--- src/hw/rtl/rbrs_pkg.sv ---
`default_nettype none
// ----------------------------------------------------------------------------
// Ring buffer region splitter package
// Shared widths, register indexes, reset values, payload structs and the
// controller state and command types.
// ----------------------------------------------------------------------------
package rbrs_pkg;

    localparam int unsigned OFS_W     = 32;  // free-running byte offsets
    localparam int unsigned RING_W    = 24;  // masked ring offset
    localparam int unsigned LEN_W     = 25;  // byte counts up to 2^24
    localparam int unsigned FRM_W     = 16;  // frame counts
    localparam int unsigned FB_W      = 6;   // frame size in bytes
    localparam int unsigned CL_W      = 5;   // capacity log2
    localparam int unsigned CMD_W     = 2;
    localparam int unsigned CFG_W     = 16;  // widest configuration register
    localparam int unsigned CFG_IDX_W = 2;

    localparam int unsigned CAP_LOG2_MIN = 4;
    localparam int unsigned CAP_LOG2_MAX = 24;
    localparam int unsigned FRAME_MAX    = 32;

    // One quotient bit per divider step.
    localparam int unsigned DIV_STEPS = LEN_W;
    localparam int unsigned DIV_CNT_W = $clog2(DIV_STEPS);

    localparam logic [CFG_IDX_W-1:0] CFG_CAP_LOG2      = 2'd0;
    localparam logic [CFG_IDX_W-1:0] CFG_FRAME_BYTES   = 2'd1;
    localparam logic [CFG_IDX_W-1:0] CFG_DEVICE_FRAMES = 2'd2;

    localparam logic [CL_W-1:0]  RST_CAP_LOG2      = 5'd18;
    localparam logic [FB_W-1:0]  RST_FRAME_BYTES   = 6'd8;
    localparam logic [FRM_W-1:0] RST_DEVICE_FRAMES = 16'd480;

    typedef enum logic [CMD_W-1:0] {
        CMD_RESERVE = 2'd0,
        CMD_COMMIT  = 2'd1,
        CMD_DRAIN   = 2'd2,
        CMD_NONE    = 2'd3
    } t_cmd;

    typedef struct packed {
        logic [CMD_W-1:0] command;
        logic [LEN_W-1:0] byte_count;
        logic [FRM_W-1:0] padding_frames;
    } t_req;

    typedef struct packed {
        logic [RING_W-1:0] region_one_offset;
        logic [LEN_W-1:0]  region_one_bytes;
        logic [LEN_W-1:0]  region_two_bytes;
        logic [FRM_W-1:0]  frames_moved;
        logic [LEN_W-1:0]  backlog_bytes;
        logic [LEN_W-1:0]  free_bytes;
    } t_rsp;

    typedef enum logic [2:0] {
        S_IDLE,
        S_SNAP,
        S_PREP,
        S_DIV,
        S_CLIP,
        S_MUL,
        S_SPLIT
    } t_state;

    typedef struct packed {
        logic load;
        logic snap;
        logic prep;
        logic div_step;
        logic clip;
        logic mul;
        logic finish;
    } t_ctrl;

    typedef struct packed {
        t_cmd cmd;
        logic div_last;
    } t_stat;

endpackage
`default_nettype wire

--- src/hw/rtl/rbrs_datapath.sv ---
`default_nettype none
// ----------------------------------------------------------------------------
// Ring buffer region splitter datapath
// Holds the offsets, configuration and request, the serial divider and the
// region split logic, and registers the result.
// ----------------------------------------------------------------------------
module rbrs_datapath (
    input  wire                                 i_clk,
    input  wire                                 i_rst_n,
    input  rbrs_pkg::t_ctrl                     i_ctrl,
    output rbrs_pkg::t_stat                     o_stat,
    input  rbrs_pkg::t_req                      i_req,
    input  wire                                 i_cfg_we,
    input  wire  [rbrs_pkg::CFG_IDX_W-1:0]      i_cfg_index,
    input  wire  [rbrs_pkg::CFG_W-1:0]          i_cfg_wdata,
    output rbrs_pkg::t_rsp                      o_rsp,
    output logic                                o_done
);

    localparam int unsigned OFS_W  = rbrs_pkg::OFS_W;
    localparam int unsigned RING_W = rbrs_pkg::RING_W;
    localparam int unsigned LEN_W  = rbrs_pkg::LEN_W;
    localparam int unsigned FRM_W  = rbrs_pkg::FRM_W;
    localparam int unsigned FB_W   = rbrs_pkg::FB_W;
    localparam int unsigned CL_W   = rbrs_pkg::CL_W;
    localparam int unsigned CNT_W  = rbrs_pkg::DIV_CNT_W;

    // Configuration and offsets.
    logic [CL_W-1:0]  r_cap_log2;
    logic [FB_W-1:0]  r_frame_bytes;
    logic [FRM_W-1:0] r_dev_frames;
    logic [OFS_W-1:0] r_wr;
    logic [OFS_W-1:0] r_rd;
    logic             r_done;

    // Request and working registers.
    rbrs_pkg::t_cmd   r_cmd;
    logic [LEN_W-1:0] r_count;
    logic [FRM_W-1:0] r_pad;
    logic [LEN_W-1:0] r_backlog;
    logic [LEN_W-1:0] r_free;
    logic [LEN_W-1:0] r_len;
    logic [FRM_W-1:0] r_devfree;
    logic [LEN_W-1:0] r_quo;
    logic [FB_W-1:0]  r_rem;
    logic [CNT_W-1:0] r_div_cnt;
    logic [FRM_W-1:0] r_use;
    rbrs_pkg::t_rsp   r_rsp;

    logic [CL_W-1:0]        eff_log2;
    logic [FB_W-1:0]        eff_fb;
    logic [LEN_W-1:0]       cap;
    logic [RING_W-1:0]      mask;
    logic [OFS_W-1:0]       diff;
    logic [LEN_W-1:0]       n_backlog;
    logic [FB_W:0]          trial;
    logic                   ge;
    logic [FB_W-1:0]        n_rem;
    logic [FRM_W+FB_W-1:0]  prod;
    logic                   is_drain;
    logic                   is_none;
    logic [RING_W-1:0]      off;
    logic [LEN_W-1:0]       len_eff;
    logic [LEN_W:0]         end_sum;
    logic                   wrap;
    logic [LEN_W-1:0]       r1;
    logic [LEN_W-1:0]       r2;

    // Out-of-range settings are clamped to the nearest legal value.
    always_comb begin
        eff_log2 = r_cap_log2;
        if (r_cap_log2 < CL_W'(rbrs_pkg::CAP_LOG2_MIN)) begin
            eff_log2 = CL_W'(rbrs_pkg::CAP_LOG2_MIN);
        end else if (r_cap_log2 > CL_W'(rbrs_pkg::CAP_LOG2_MAX)) begin
            eff_log2 = CL_W'(rbrs_pkg::CAP_LOG2_MAX);
        end
        eff_fb = r_frame_bytes;
        if (r_frame_bytes == '0) begin
            eff_fb = FB_W'(1);
        end else if (r_frame_bytes > FB_W'(rbrs_pkg::FRAME_MAX)) begin
            eff_fb = FB_W'(rbrs_pkg::FRAME_MAX);
        end
    end

    assign cap  = LEN_W'(1) << eff_log2;
    assign mask = RING_W'(cap - LEN_W'(1));

    // Backlog saturates at the capacity.
    assign diff      = r_wr - r_rd;
    assign n_backlog = (diff > OFS_W'(cap)) ? cap : diff[LEN_W-1:0];

    // Restoring divide of the backlog by the frame size, one bit per step.
    assign trial = {r_rem, r_quo[LEN_W-1]};
    assign ge    = (trial >= {1'b0, eff_fb});
    assign n_rem = ge ? FB_W'(trial - {1'b0, eff_fb}) : trial[FB_W-1:0];

    assign prod = r_use * eff_fb;

    // Region split.
    assign is_drain = (r_cmd == rbrs_pkg::CMD_DRAIN);
    assign is_none  = (r_cmd == rbrs_pkg::CMD_NONE);
    assign off      = is_none ? '0
                    : ((is_drain ? r_rd[RING_W-1:0] : r_wr[RING_W-1:0]) & mask);
    assign len_eff  = is_none ? '0 : r_len;
    assign end_sum  = {2'b00, off} + {1'b0, len_eff};
    assign wrap     = (end_sum > {1'b0, cap});
    assign r1       = wrap ? (cap - {1'b0, off}) : len_eff;
    assign r2       = wrap ? (len_eff - r1) : '0;

    always_ff @(posedge i_clk) begin
        if (!i_rst_n) begin
            r_cap_log2    <= rbrs_pkg::RST_CAP_LOG2;
            r_frame_bytes <= rbrs_pkg::RST_FRAME_BYTES;
            r_dev_frames  <= rbrs_pkg::RST_DEVICE_FRAMES;
            r_wr          <= '0;
            r_rd          <= '0;
            r_done        <= 1'b0;
        end else begin
            r_done <= i_ctrl.finish;
            if (i_cfg_we) begin
                case (i_cfg_index)
                    rbrs_pkg::CFG_CAP_LOG2:      r_cap_log2    <= i_cfg_wdata[CL_W-1:0];
                    rbrs_pkg::CFG_FRAME_BYTES:   r_frame_bytes <= i_cfg_wdata[FB_W-1:0];
                    rbrs_pkg::CFG_DEVICE_FRAMES: r_dev_frames  <= i_cfg_wdata[FRM_W-1:0];
                    default: ;
                endcase
            end
            if (i_ctrl.finish) begin
                if (r_cmd == rbrs_pkg::CMD_COMMIT) begin
                    r_wr <= r_wr + OFS_W'(len_eff);
                end
                if (is_drain) begin
                    r_rd <= r_rd + OFS_W'(len_eff);
                end
            end
        end
    end

    always_ff @(posedge i_clk) begin
        if (i_ctrl.load) begin
            r_cmd   <= rbrs_pkg::t_cmd'(i_req.command);
            r_count <= i_req.byte_count;
            r_pad   <= i_req.padding_frames;
        end
        if (i_ctrl.snap) begin
            r_backlog <= n_backlog;
            r_free    <= cap - n_backlog;
        end
        if (i_ctrl.prep) begin
            r_len     <= (r_count > r_free) ? r_free : r_count;
            r_devfree <= (r_dev_frames > r_pad) ? (r_dev_frames - r_pad) : '0;
            r_quo     <= r_backlog;
            r_rem     <= '0;
            r_div_cnt <= CNT_W'(rbrs_pkg::DIV_STEPS - 1);
        end
        if (i_ctrl.div_step) begin
            r_quo     <= {r_quo[LEN_W-2:0], ge};
            r_rem     <= n_rem;
            r_div_cnt <= r_div_cnt - CNT_W'(1);
        end
        if (i_ctrl.clip) begin
            r_use <= (r_quo > LEN_W'(r_devfree)) ? r_devfree : r_quo[FRM_W-1:0];
        end
        if (i_ctrl.mul) begin
            r_len <= LEN_W'(prod);
        end
        if (i_ctrl.finish) begin
            r_rsp.region_one_offset <= off;
            r_rsp.region_one_bytes  <= r1;
            r_rsp.region_two_bytes  <= r2;
            r_rsp.frames_moved      <= is_drain ? r_use : '0;
            r_rsp.backlog_bytes     <= r_backlog;
            r_rsp.free_bytes        <= r_free;
        end
    end

    assign o_stat.cmd      = r_cmd;
    assign o_stat.div_last = (r_div_cnt == '0);
    assign o_rsp           = r_rsp;
    assign o_done          = r_done;

`ifndef SYNTHESIS
    // Backlog and free space always add up to the ring size.
    a_snap_sum: assert property (@(posedge i_clk) disable iff (!i_rst_n)
        i_ctrl.snap |=> ({1'b0, r_backlog} + {1'b0, r_free}) == {1'b0, $past(cap)})
        else $error("backlog plus free space differs from capacity");

    // The two regions together cover exactly the split length.
    a_split_sum: assert property (@(posedge i_clk) disable iff (!i_rst_n)
        i_ctrl.finish |=> ({1'b0, r_rsp.region_one_bytes} + {1'b0, r_rsp.region_two_bytes})
                          == {1'b0, $past(len_eff)})
        else $error("region lengths do not add up to the split length");
`endif

endmodule
`default_nettype wire

--- src/hw/rtl/rbrs_ctrl.sv ---
`default_nettype none
// ----------------------------------------------------------------------------
// Ring buffer region splitter controller
// Sequences snapshot, length preparation, the divider loop, clip and multiply for
// drains and the final region split.
// ----------------------------------------------------------------------------
module rbrs_ctrl (
    input  wire                  i_clk,
    input  wire                  i_rst_n,
    input  wire                  i_start,
    output logic                 o_busy,
    input  rbrs_pkg::t_stat      i_stat,
    output rbrs_pkg::t_ctrl      o_ctrl
);

    rbrs_pkg::t_state r_state;
    rbrs_pkg::t_state n_state;

    always_ff @(posedge i_clk) begin
        if (!i_rst_n) begin
            r_state <= rbrs_pkg::S_IDLE;
        end else begin
            r_state <= n_state;
        end
    end

    always_comb begin
        n_state = r_state;
        o_ctrl  = '0;
        case (r_state)
            rbrs_pkg::S_IDLE: begin
                if (i_start) begin
                    o_ctrl.load = 1'b1;
                    n_state     = rbrs_pkg::S_SNAP;
                end
            end
            rbrs_pkg::S_SNAP: begin
                o_ctrl.snap = 1'b1;
                n_state     = rbrs_pkg::S_PREP;
            end
            rbrs_pkg::S_PREP: begin
                o_ctrl.prep = 1'b1;
                n_state     = (i_stat.cmd == rbrs_pkg::CMD_DRAIN) ? rbrs_pkg::S_DIV
                                                                  : rbrs_pkg::S_SPLIT;
            end
            rbrs_pkg::S_DIV: begin
                o_ctrl.div_step = 1'b1;
                if (i_stat.div_last) begin
                    n_state = rbrs_pkg::S_CLIP;
                end
            end
            rbrs_pkg::S_CLIP: begin
                o_ctrl.clip = 1'b1;
                n_state     = rbrs_pkg::S_MUL;
            end
            rbrs_pkg::S_MUL: begin
                o_ctrl.mul = 1'b1;
                n_state    = rbrs_pkg::S_SPLIT;
            end
            rbrs_pkg::S_SPLIT: begin
                o_ctrl.finish = 1'b1;
                n_state       = rbrs_pkg::S_IDLE;
            end
            default: begin
                n_state = rbrs_pkg::S_IDLE;
            end
        endcase
    end

    assign o_busy = (r_state != rbrs_pkg::S_IDLE);

`ifndef SYNTHESIS
    // Only a drain enters the divider loop.
    a_div_only_drain: assert property (@(posedge i_clk) disable iff (!i_rst_n)
        (r_state == rbrs_pkg::S_PREP && i_stat.cmd != rbrs_pkg::CMD_DRAIN)
        |=> r_state == rbrs_pkg::S_SPLIT)
        else $error("non-drain request entered the divider");
`endif

endmodule
`default_nettype wire

--- src/hw/rtl/ring_buffer_region_splitter.sv ---
`default_nettype none
// Reserve, commit and the unused command pass through snapshot, preparation and split;
// a drain adds the bit-serial divider loop, clip and multiply before the split.
// Throughput: one request at a time; busy drops in the cycle the done strobe is shown,
// so the next request may start then. The receiver cannot stall the result.
// Reset is synchronous and active low: offsets clear to zero and the registers
// return to capacity_log2 18, frame_bytes 8 and device_frames 480.
// ----------------------------------------------------------------------------
// Ring buffer region splitter
// Pointer manager for a power-of-two byte ring. It tracks free-running write
// and read offsets and, for each request, reports the region (or the two
// regions, when the span wraps) that a reserve, commit or drain covers,
// together with the backlog and free space seen before the request.
// ----------------------------------------------------------------------------
module ring_buffer_region_splitter (
    input  wire                             i_clk,
    input  wire                             i_rst_n,
    // Request channel: accepted when start is high and busy is low.
    input  wire                             start,
    output logic                            busy,
    input  rbrs_pkg::t_req                  i_req,
    // Result channel: valid for exactly one cycle while o_done is high.
    output logic                            o_done,
    output rbrs_pkg::t_rsp                  o_rsp,
    // Configuration write port, to be used only while the block is idle (the block does not enforce this).
    input  wire                             i_cfg_we,
    input  wire  [rbrs_pkg::CFG_IDX_W-1:0]  i_cfg_index,
    input  wire  [rbrs_pkg::CFG_W-1:0]      i_cfg_wdata
);

    // The controller sequences the work; the datapath holds every register
    // that carries data, including the configuration and both offsets.
    rbrs_pkg::t_ctrl ctrl;
    rbrs_pkg::t_stat stat;

    rbrs_ctrl u_ctrl (
        .i_clk   (i_clk),
        .i_rst_n (i_rst_n),
        .i_start (start),
        .o_busy  (busy),
        .i_stat  (stat),
        .o_ctrl  (ctrl)
    );

    // A drain divides the backlog by the frame size one quotient bit per
    // cycle, then clips to the free device frames and scales back to bytes.
    rbrs_datapath u_dp (
        .i_clk       (i_clk),
        .i_rst_n     (i_rst_n),
        .i_ctrl      (ctrl),
        .o_stat      (stat),
        .i_req       (i_req),
        .i_cfg_we    (i_cfg_we),
        .i_cfg_index (i_cfg_index),
        .i_cfg_wdata (i_cfg_wdata),
        .o_rsp       (o_rsp),
        .o_done      (o_done)
    );

`ifndef SYNTHESIS
    // Every request ends with exactly one result strobe as busy drops.
    a_done_on_idle: assert property (@(posedge i_clk) disable iff (!i_rst_n)
        $fell(busy) |-> o_done)
        else $error("busy dropped without a result strobe");
`endif

endmodule
`default_nettype wire

--- config.mk ---
export PLATFORM = sky130hd
export DESIGN_NAME = ring_buffer_region_splitter
export DESIGN_NICKNAME = d
export VERILOG_FILES = /design/src/hw/rtl/rbrs_pkg.sv /design/src/hw/rtl/rbrs_datapath.sv /design/src/hw/rtl/rbrs_ctrl.sv /design/src/hw/rtl/ring_buffer_region_splitter.sv
export SDC_FILE = /design/constraint.sdc
export NUM_CORES = 1
export LEC_CHECK = 0
export BUFFER_PORTS_ARGS = -buffer_cell sky130_fd_sc_hd__buf_2
export CAP_MARGIN = 20
export CORE_UTILIZATION = 35
export CTS_CLUSTER_SIZE = 14
export DETAILED_ROUTE_END_ITERATION = 12
export GPL_TIMING_DRIVEN = 0
export HOLD_SLACK_MARGIN = 0.15
export SETUP_SLACK_MARGIN = 0.4
export SLEW_MARGIN = 10
export SYNTH_ARGS = -nofsm -noshare
export SYNTH_HDL_FRONTEND = slang
export SYNTH_SLANG_ARGS = --single-unit
--- constraint.sdc ---
create_clock -name i_clk -period 9.6 [get_ports i_clk]
set_input_delay 0.48 -clock i_clk [delete_from_list [all_inputs] [get_ports i_clk]]
set_output_delay 0.48 -clock i_clk [all_outputs]
set_load 0.01 [all_outputs]
==> run_summary.xml, run 1 <==
<?xml version="1.0" encoding="UTF-8"?>
<metrics>
  <group name="floorplanning">
    <metric name="core-area" unit="µm²">86890</metric>
    <metric name="placementRows" unit="">108</metric>
    <metric name="initial_utilization" unit="%">35.39</metric>
    <metric name="die_area" unit="µm²">89040</metric>
    <metric name="chipHeight" unit="µm">298.4</metric>
    <metric name="floorplan.die.width" unit="µm">298.4</metric>
    <metric name="boundaryPins" unit="">207</metric>
  </group>
  <group name="drt">
    <metric name="routed_wirelength" unit="µm">97660</metric>
    <metric name="vias_per_cell" unit="">5.243</metric>
    <metric name="drcViolationCount" unit="">0</metric>
    <metric name="wire_per_inst" unit="µm">19.89</metric>
    <metric name="drt_pass1_iterations" unit="">6</metric>
    <metric name="postRouteAntennaNets" unit="">0</metric>
    <metric name="number_of_design_rule_violations_left_by_the_first_detailed_router_iteration" unit="">1913</metric>
    <metric name="route.vias.total" unit="">25740</metric>
  </group>
  <group name="status">
    <metric name="outcome" unit="">complete, no violations</metric>
  </group>
  <group name="timing">
    <metric name="final.setup.worst_slack" unit="ps">398.6</metric>
    <metric name="rsz0062_at_grt" unit="">true</metric>
    <metric name="min_period" unit="ps">9201</metric>
    <metric name="fin_hold_ws" unit="ps">190.8</metric>
    <metric name="maximum_clock_frequency" unit="GHz">0.1087</metric>
    <metric name="max-slew-margin-rel" unit="%">25.77</metric>
    <metric name="finalSetupViolCount" unit="">0</metric>
    <metric name="worst_slew_pin_slew" unit="ps">1102</metric>
    <metric name="fin_worst_skew" unit="ps">37.44</metric>
    <metric name="hold_violations" unit="">0</metric>
    <metric name="post_route_clock_period_utilization" unit="%">95.85</metric>
    <metric name="report.final.slew_viol_count" unit="">0</metric>
  </group>
  <group name="final_layout">
    <metric name="finalInstanceArea" unit="µm²">36980</metric>
    <metric name="final_layout_size_suffix_gt1_share" unit="%">14.44</metric>
    <metric name="layout.area.seq" unit="µm²">11660</metric>
    <metric name="area_growth_syn_to_layout" unit="%">20.26</metric>
    <metric name="multi_input_gate_area_in_the_final_layout" unit="µm²">18280</metric>
    <metric name="number_of_filler_instances_in_the_final_layout" unit="">8442</metric>
    <metric name="layout_nets" unit="">4154</metric>
  </group>
  <group name="logic_synthesis">
    <metric name="synth.yosys.seq_area_share" unit="%">37.93</metric>
    <metric name="fraction_of_synthesis_flops_using_an_asynchronous_set_or_reset_pin" unit="%">0</metric>
    <metric name="ys_seq_elements" unit="">421</metric>
    <metric name="yosysUniqueCellTypes" unit="">95</metric>
    <metric name="ys_warn_count" unit="">0</metric>
    <metric name="synthDominantCellAreaShare" unit="%">31.55</metric>
    <metric name="synthCells" unit="">3322</metric>
    <metric name="dominantRegCellSynth" unit="">edfxtp_1</metric>
    <metric name="synthTopCellsByArea" unit="">edfxtp_1 32%, ha_1 12%, dfxtp_1 6.4%</metric>
    <metric name="syn-cell-area" unit="µm²">30750</metric>
    <metric name="number_of_enable_type_register_cells_in_the_synthesized_netlist" unit="">323</metric>
    <metric name="synth_top_area_cell" unit="">edfxtp_1</metric>
    <metric name="synth.avg_cell_area" unit="µm²">9.256</metric>
  </group>
  <group name="worst_setup_path">
    <metric name="critPathMaxFanout" unit="">8</metric>
    <metric name="timing.critical_path.slowest_stage_cell" unit="">edfxtp_1</metric>
    <metric name="bufs_and_invs_on_worst_path" unit="">5</metric>
    <metric name="worst-endpoint-arrival" unit="ps">9640</metric>
    <metric name="endpoint_kind" unit="">register</metric>
    <metric name="setup.worst_path.class" unit="">register to register</metric>
    <metric name="worst_ep_required_time" unit="ps">10040</metric>
    <metric name="critPathMaxStageDelay" unit="ps">460</metric>
    <metric name="family_with_the_most_delay_on_the_worst_path" unit="">compound AO/OA/AOI/OAI gates</metric>
    <metric name="timing.critical_path.from_type" unit="">register</metric>
  </group>
  <group name="pwr">
    <metric name="peakVddDrop" unit="V">0.0001669</metric>
    <metric name="power.leakage" unit="nW">15.80</metric>
    <metric name="overall_power" unit="W">0.006760</metric>
    <metric name="cellPowerDensity" unit="nW/µm²">182.8</metric>
  </group>
  <group name="clock_tree">
    <metric name="cts_num_sinks" unit="">421</metric>
    <metric name="cts.path.max_buffers" unit="">3</metric>
    <metric name="clock-root-buffer" unit="">clkbuf_16</metric>
    <metric name="cts_made_buffers" unit="">47</metric>
    <metric name="path_clk_slew" unit="ps">60</metric>
    <metric name="cts_tree" unit="">yes</metric>
    <metric name="clock_network_latency_to_the_later_pin_of_the_worst_skew_pair" unit="ps">630</metric>
    <metric name="clock_tree.htree_level_count" unit="">2</metric>
  </group>
  <group name="place">
    <metric name="pre_cts_ws" unit="ps">-2879</metric>
    <metric name="port_buffers" unit="">206</metric>
    <metric name="dp_hpwl" unit="µm">78340</metric>
    <metric name="globalplace.congestion" unit="">0.9680</metric>
    <metric name="placement.cell_area" unit="µm²">33590</metric>
  </group>
  <group name="global_route">
    <metric name="grt_usage" unit="%">21.36</metric>
    <metric name="grt_pass1_wl" unit="µm">145600</metric>
    <metric name="antenna_found_initial" unit="">9</metric>
    <metric name="grt_start_max_net_pins" unit="">34</metric>
    <metric name="gr-total-overflow" unit="">0</metric>
    <metric name="grt_pass1_vias" unit="">24550</metric>
  </group>
  <group name="run">
    <metric name="drv.max_cap_violation_count" unit="">0</metric>
  </group>
  <group name="min_path">
    <metric name="timing.hold.worst.class" unit="">input port to register</metric>
  </group>
</metrics>
-- area by class of cell --
| class | count | share of cell area, % |
|---|---|---|
| multi-input cells | 2510 | 49.43 |
| plain buffers | 94 | 1.513 |
| clock inverters | 27 | 0.9068 |
| diodes | 1 | 0.006768 |
| flip-flops and latches | 421 | 31.54 |
| clock buffers | 57 | 3.367 |
| well taps | 1155 | 3.908 |
| repair buffers | 329 | 6.084 |
| inverters | 315 | 3.242 |
-- Yosys cell counts, types with 7 or more instances --
cell / instances
and3_1: 22
o31a_1: 7
mux2_2: 20
nor2_1: 250
a41oi_1: 7
o21bai_1: 32
dfxtp_1: 98
a211oi_1: 24
o211ai_1: 14
or3_1: 22
o21ai_1: 8
nor2b_1: 30
nand2b_1: 34
o2bb2ai_1: 14
nor3_1: 61
o31ai_1: 10
edfxtp_1: 323
a21boi_0: 23
a31oi_1: 26
mux2i_1: 51
a211o_1: 8
nand3_1: 59
or4_1: 11
and2_1: 64
ha_1: 306
buf_1: 7
a21oi_1: 255
o21a_1: 34
xor2_1: 55
nand2_1: 450
fa_1: 65
nor4_1: 11
nand3b_1: 12
a31o_2: 7
o21ai_0: 146
clkbuf_1: 81
xnor2_1: 121
nand4_1: 30
inv_1: 314
or2_2: 8
a21o_1: 77
-- worst min-delay path, stage by stage --
cell and delay (ps):
buf_2 160, nand2_1 60, nand3_1 80
-- per-stage QoR --
step | util [%] | setup TNS, ps | instances
5_1_grt | 42.56 | 0 | 4909
6_report | 42.56 | 0 | 4909
4_1_cts | 42.06 | 0 | 4884
3_5_place_dp | 38.66 | -35120 | 4712
2_1_floorplan | - | 0 | 3340
3_3_place_gp | 38.35 | -356210 | 4701
-- per-layer routing --
layer | up-vias | GRT usage, % | routed length [µm]
met1 | 12280 | 28.81 | 43520
met5 | - | 0 | 66
met4 | 10 | 8.217 | 3712
li1 | 12550 | - | -
met3 | 173 | 2.704 | 5562
met2 | 724 | 34.81 | 44790
-- cell families (layout without fill, tap and decap cells) --
group | count (synthesis) | in the layout | share of synthesized area [%]
AOI/OAI and AO/OA | 772 | 772 | 16.16
xor gates and xnor gates | 179 | 179 | 5.233
adders and majority gates | 377 | 377 | 16.88
buffers and inverters | 409 | 822 | 5.017
DFF | 421 | 421 | 37.93
muxes | 71 | 71 | 2.393
other | 2 | 21 | 0.02443
and+or+nand+nor | 1091 | 1091 | 16.37
-- path summary, 6_finish.rpt --
path	endpoint	startpoint	cells past startpoint	slack, ps
setup reg to reg	u_dp.o_rsp[90]$_SDFFCE_PP0P_	u_dp.r_cmd[0]$_DFFE_PP_	49	400
hold / removal	u_dp.r_dev_frames[5]$_SDFFE_PN1P_	i_cfg_wdata[5]	3	190
hold reg to reg	u_dp.r_dev_frames[9]$_SDFFE_PN0P_	u_dp.r_dev_frames[9]$_SDFFE_PN0P_	2	460
setup / recovery	u_dp.o_rsp[90]$_SDFFCE_PP0P_	u_dp.r_cmd[0]$_DFFE_PP_	49	400
-- cell usage in the layout, fill, tap and decap left out, drive strengths merged, types with 30 or more instances in the layout --
master / instances
nand2: 450
edfxtp: 323
inv: 313
ha: 306
buf: 285
a21oi: 257
nor2: 252
o21ai: 154
clkbuf: 137
xnor2: 121
dfxtp: 98
a21o: 77
fa: 65
and2: 64
nor3: 63
nand3: 59
dlygate4sd3: 58
xor2: 55
mux2i: 51
nand2b: 35
o21a: 34
o21bai: 32
nand4: 30
nor2b: 30
-- where the power goes --
group / internal (W) / switching, W / total [W]
clock: 0.00107 / 0.000774 / 0.00184
combinational: 0.00105 / 0.00156 / 0.00261
sequential: 0.00221 / 0.000104 / 0.00231
-- flip-flops by register name, indices dropped and copies added, names as in the netlist --
signal and count:
u_dp.r_rd 32, u_dp.r_wr 32, u_dp.r_dev_frames 16, u_dp.r_free 25, u_dp.o_rsp 140, u_dp.r_use 16
u_dp.r_pad 16, u_dp.r_rem 6, u_dp.r_cmd 2, u_ctrl.r_state 3, u_dp.r_div_cnt 5, u_dp.r_devfree 16
u_dp.o_done 1, u_dp.r_count 25, u_dp.r_cap_log2 5, u_dp.r_backlog 25, u_dp.r_frame_bytes 6, u_dp.r_quo 25
u_dp.r_len 25
-- timing repair --
action,CTS,global route
hold buffers,58,0
setup endpoints to repair,37,23
pin swaps,31,41
gates resized for setup,160,81
setup buffers,30,24
endpoints found under the hold margin,60,0
No activity file was read; power rests on OpenSTA's default activity.
==> run 2: changes to the inputs <==
MAX_ROUTING_LAYER = met4   (was not set)
PLACE_DENSITY = 0.62   (was not set)
==> run 2 against run 1 <==
Effect of this change: sequential power about the same; maximum frequency down 1.8%; hold slack better by 4.2 ps; clock power up 4%; clock skew down 8.7 ps; routed wire length up 2.5%; utilization about the same; final cell count up 0.20%; power up 1.5%; die area unchanged; count of clock-buffer cells in the layout down 3; critical path type unchanged; critical endpoint unchanged; largest cell class unchanged.
==> run_summary.xml, run 2 (same netlist as run 1, synthesis figures left out) <==
<?xml version="1.0" encoding="UTF-8"?>
<metrics>
  <group name="worst_setup_path">
    <metric name="worst_ep_required_time" unit="ps">10040</metric>
    <metric name="worst-endpoint-arrival" unit="ps">9810</metric>
    <metric name="timing.critical_path.from_type" unit="">register</metric>
    <metric name="timing.critical_path.slowest_stage_cell" unit="">edfxtp_1</metric>
    <metric name="critPathMaxStageDelay" unit="ps">490</metric>
    <metric name="critPathMaxFanout" unit="">5</metric>
    <metric name="endpoint_kind" unit="">register</metric>
    <metric name="setup.worst_path.class" unit="">register to register</metric>
  </group>
  <group name="final_layout">
    <metric name="final_util" unit="%">42.53</metric>
    <metric name="final_layout_size_suffix_gt1_share" unit="%">14.27</metric>
    <metric name="number_of_filler_instances_in_the_final_layout" unit="">8353</metric>
    <metric name="largest_register_ffs" unit="">140</metric>
    <metric name="most-common-layout-cells" unit="">441 x nand2_1, 323 x edfxtp_1, 304 x inv_1, 298 x ha_1, 244 x a21oi_1</metric>
    <metric name="layout_commonest_cell" unit="">nand2_1</metric>
    <metric name="area_growth_syn_to_layout" unit="%">20.18</metric>
    <metric name="stdcell_count" unit="">4919</metric>
    <metric name="layout_nets" unit="">4157</metric>
  </group>
  <group name="place">
    <metric name="dp_hpwl" unit="µm">79390</metric>
    <metric name="port_buffers" unit="">206</metric>
    <metric name="globalplace.congestion" unit="">0.9763</metric>
    <metric name="placedCellCount" unit="">4713</metric>
  </group>
  <group name="drt">
    <metric name="drcViolationCount" unit="">0</metric>
    <metric name="postRouteAntennaNets" unit="">0</metric>
    <metric name="drt_pass1_iterations" unit="">8</metric>
    <metric name="wire_per_inst" unit="µm">20.35</metric>
    <metric name="vias_per_cell" unit="">5.257</metric>
    <metric name="route.vias.total" unit="">25860</metric>
    <metric name="routed_wirelength" unit="µm">100100</metric>
    <metric name="number_of_design_rule_violations_left_by_the_first_detailed_router_iteration" unit="">1897</metric>
  </group>
  <group name="floorplanning">
    <metric name="boundaryPins" unit="">207</metric>
    <metric name="core-area" unit="µm²">86890</metric>
    <metric name="placementRows" unit="">108</metric>
    <metric name="initial_utilization" unit="%">35.39</metric>
    <metric name="die_area" unit="µm²">89040</metric>
    <metric name="floorplan.die.width" unit="µm">298.4</metric>
    <metric name="chipHeight" unit="µm">298.4</metric>
  </group>
  <group name="timing">
    <metric name="fin_worst_skew" unit="ps">28.75</metric>
    <metric name="hold_violations" unit="">0</metric>
    <metric name="post_route_clock_period_utilization" unit="%">97.63</metric>
    <metric name="fin_hold_ws" unit="ps">195.0</metric>
    <metric name="maximum_clock_frequency" unit="GHz">0.1067</metric>
    <metric name="worst_slew_pin_slew" unit="ps">1081</metric>
    <metric name="finalSetupViolCount" unit="">0</metric>
    <metric name="rsz0062_at_grt" unit="">true</metric>
    <metric name="max-slew-margin-rel" unit="%">27.16</metric>
    <metric name="min_period" unit="ps">9372</metric>
    <metric name="report.final.slew_viol_count" unit="">0</metric>
  </group>
  <group name="global_route">
    <metric name="grt_usage" unit="%">22.43</metric>
    <metric name="grt_start_max_net_pins" unit="">34</metric>
    <metric name="grt_pass1_wl" unit="µm">147900</metric>
    <metric name="antenna_found_initial" unit="">8</metric>
    <metric name="gr-total-overflow" unit="">0</metric>
    <metric name="grt_pass1_vias" unit="">24440</metric>
  </group>
  <group name="pwr">
    <metric name="power_share_of_the_clock_group" unit="%">28.0</metric>
    <metric name="power.leakage" unit="nW">15.81</metric>
    <metric name="overall_power" unit="W">0.006862</metric>
    <metric name="combPwrFrac" unit="%">38.3</metric>
    <metric name="peakVddDrop" unit="V">0.0001312</metric>
    <metric name="switchingPower" unit="W">0.002463</metric>
    <metric name="seqPwrFrac" unit="%">33.7</metric>
    <metric name="switching_share" unit="%">35.89</metric>
    <metric name="cellPowerDensity" unit="nW/µm²">185.7</metric>
    <metric name="power_report.internal_total" unit="W">0.004399</metric>
  </group>
  <group name="clock_tree">
    <metric name="cts_tree" unit="">yes</metric>
    <metric name="cts_num_sinks" unit="">421</metric>
    <metric name="cts.path.max_buffers" unit="">3</metric>
    <metric name="clock_network_latency_to_the_later_pin_of_the_worst_skew_pair" unit="ps">620</metric>
    <metric name="path_clk_slew" unit="ps">60</metric>
    <metric name="clock-root-buffer" unit="">clkbuf_16</metric>
    <metric name="clock_tree.htree_level_count" unit="">2</metric>
    <metric name="cts_made_buffers" unit="">45</metric>
  </group>
  <group name="status">
    <metric name="outcome" unit="">complete, no violations</metric>
  </group>
  <group name="min_path">
    <metric name="timing.hold.worst.class" unit="">input port to register</metric>
  </group>
  <group name="run">
    <metric name="drv.max_cap_violation_count" unit="">0</metric>
  </group>
</metrics>
[run 2: cell count changes in the layout (fill, tap and decap cells not counted), moves of 3 or more]
| cell | change |
|---|---|
| clkinv_1 | -3 |
| nor2_4 | -3 |
| buf_4 | +8 |
| clkinvlp_4 | +3 |
| bufinv_16 | +3 |
| buf_12 | +3 |
| diode_2 | +6 |
| a21oi_1 | +3 |
| clkbuf_16 | -3 |
[run 2: critical path: cells and delay by family, from the launching register on]
| family | cells | cell delay (ps) |
|---|---|---|
| and+or+nand+nor | 10 | 1800 |
| DFF | 1 | 490 |
| AOI/OAI and AO/OA | 27 | 4370 |
| buffers and inverters | 5 | 770 |
| adders and majority gates | 7 | 1770 |
[run 2: path summary, 6_finish.rpt]
path,from,cells after the start,slack (ps),end
setup / recovery,u_dp.r_cmd[1]$_DFFE_PP_,49,230,u_dp.o_rsp[90]$_SDFFCE_PP0P_
hold / removal,i_cfg_wdata[3],3,190,u_dp.r_dev_frames[3]$_SDFFE_PN0P_
setup reg to reg,u_dp.r_cmd[1]$_DFFE_PP_,49,230,u_dp.o_rsp[90]$_SDFFCE_PP0P_
hold reg to reg,u_dp.r_dev_frames[0]$_SDFFE_PN0P_,2,460,u_dp.r_dev_frames[0]$_SDFFE_PN0P_
[run 2: what timing repair did]
action                                  in CTS  in global routing
resized for setup                          148                 66
pin swaps                                   31                 36
endpoints found under the hold margin       59                  0
setup buffers                               42                 16
endpoints found under the setup margin      35                 22
hold buffers                                57                  0
cloned                                       0                  1
[run 2: power by group through the flow]
stage / combinational, W / clock [W] / sequential [W]
final: 0.00263 / 0.00192 / 0.00231
after global routing: 0.00285 / 0.00202 / 0.00232
after CTS: 0.00246 / 0.00196 / 0.00231
after detailed placement: 0.00221 / 0 / 0.00235
after global placement: 0.00217 / 0 / 0.00236
after floorplan: 0.00157 / 0 / 0.00229
[run 2: area by class of cell]
type	instances	area, µm²	area share (%)
Sequential cell	421	11660	31.57
Clock buffer	54	1191	3.224
Antenna cell	7	17.52	0.04741
Buffer	94	533.0	1.443
Multi-Input combinational cell	2510	18220	49.30
Inverter	315	1194	3.230
Tap cell	1155	1445	3.911
Clock inverter	29	424.2	1.148
Timing Repair Buffer	334	2267	6.136
[run 2: stage by stage]
| stage | instance area [µm²] | setup slack [ps] | setup TNS, ps |
|---|---|---|---|
| 6_report | 36950 | 227.5 | 0 |
| 5_1_grt | 36950 | -81.24 | -81.24 |
| 4_1_cts | 36580 | 237.5 | 0 |
| 3_3_place_gp | 33320 | -4464 | -358070 |
| 3_5_place_dp | 33570 | -2905 | -35330 |
| 2_1_floorplan | 30840 | 428.4 | 0 |
[run 2: routing by layer]
metal  vias up  global-route usage (%)  share of wire, %
met1     12390                   29.70                45
met3       170                   2.537               5.0
met4         0                   7.912               3.8
met5         -                       -                 0
met2       738                   35.44                46
li1      12560                       -                 -
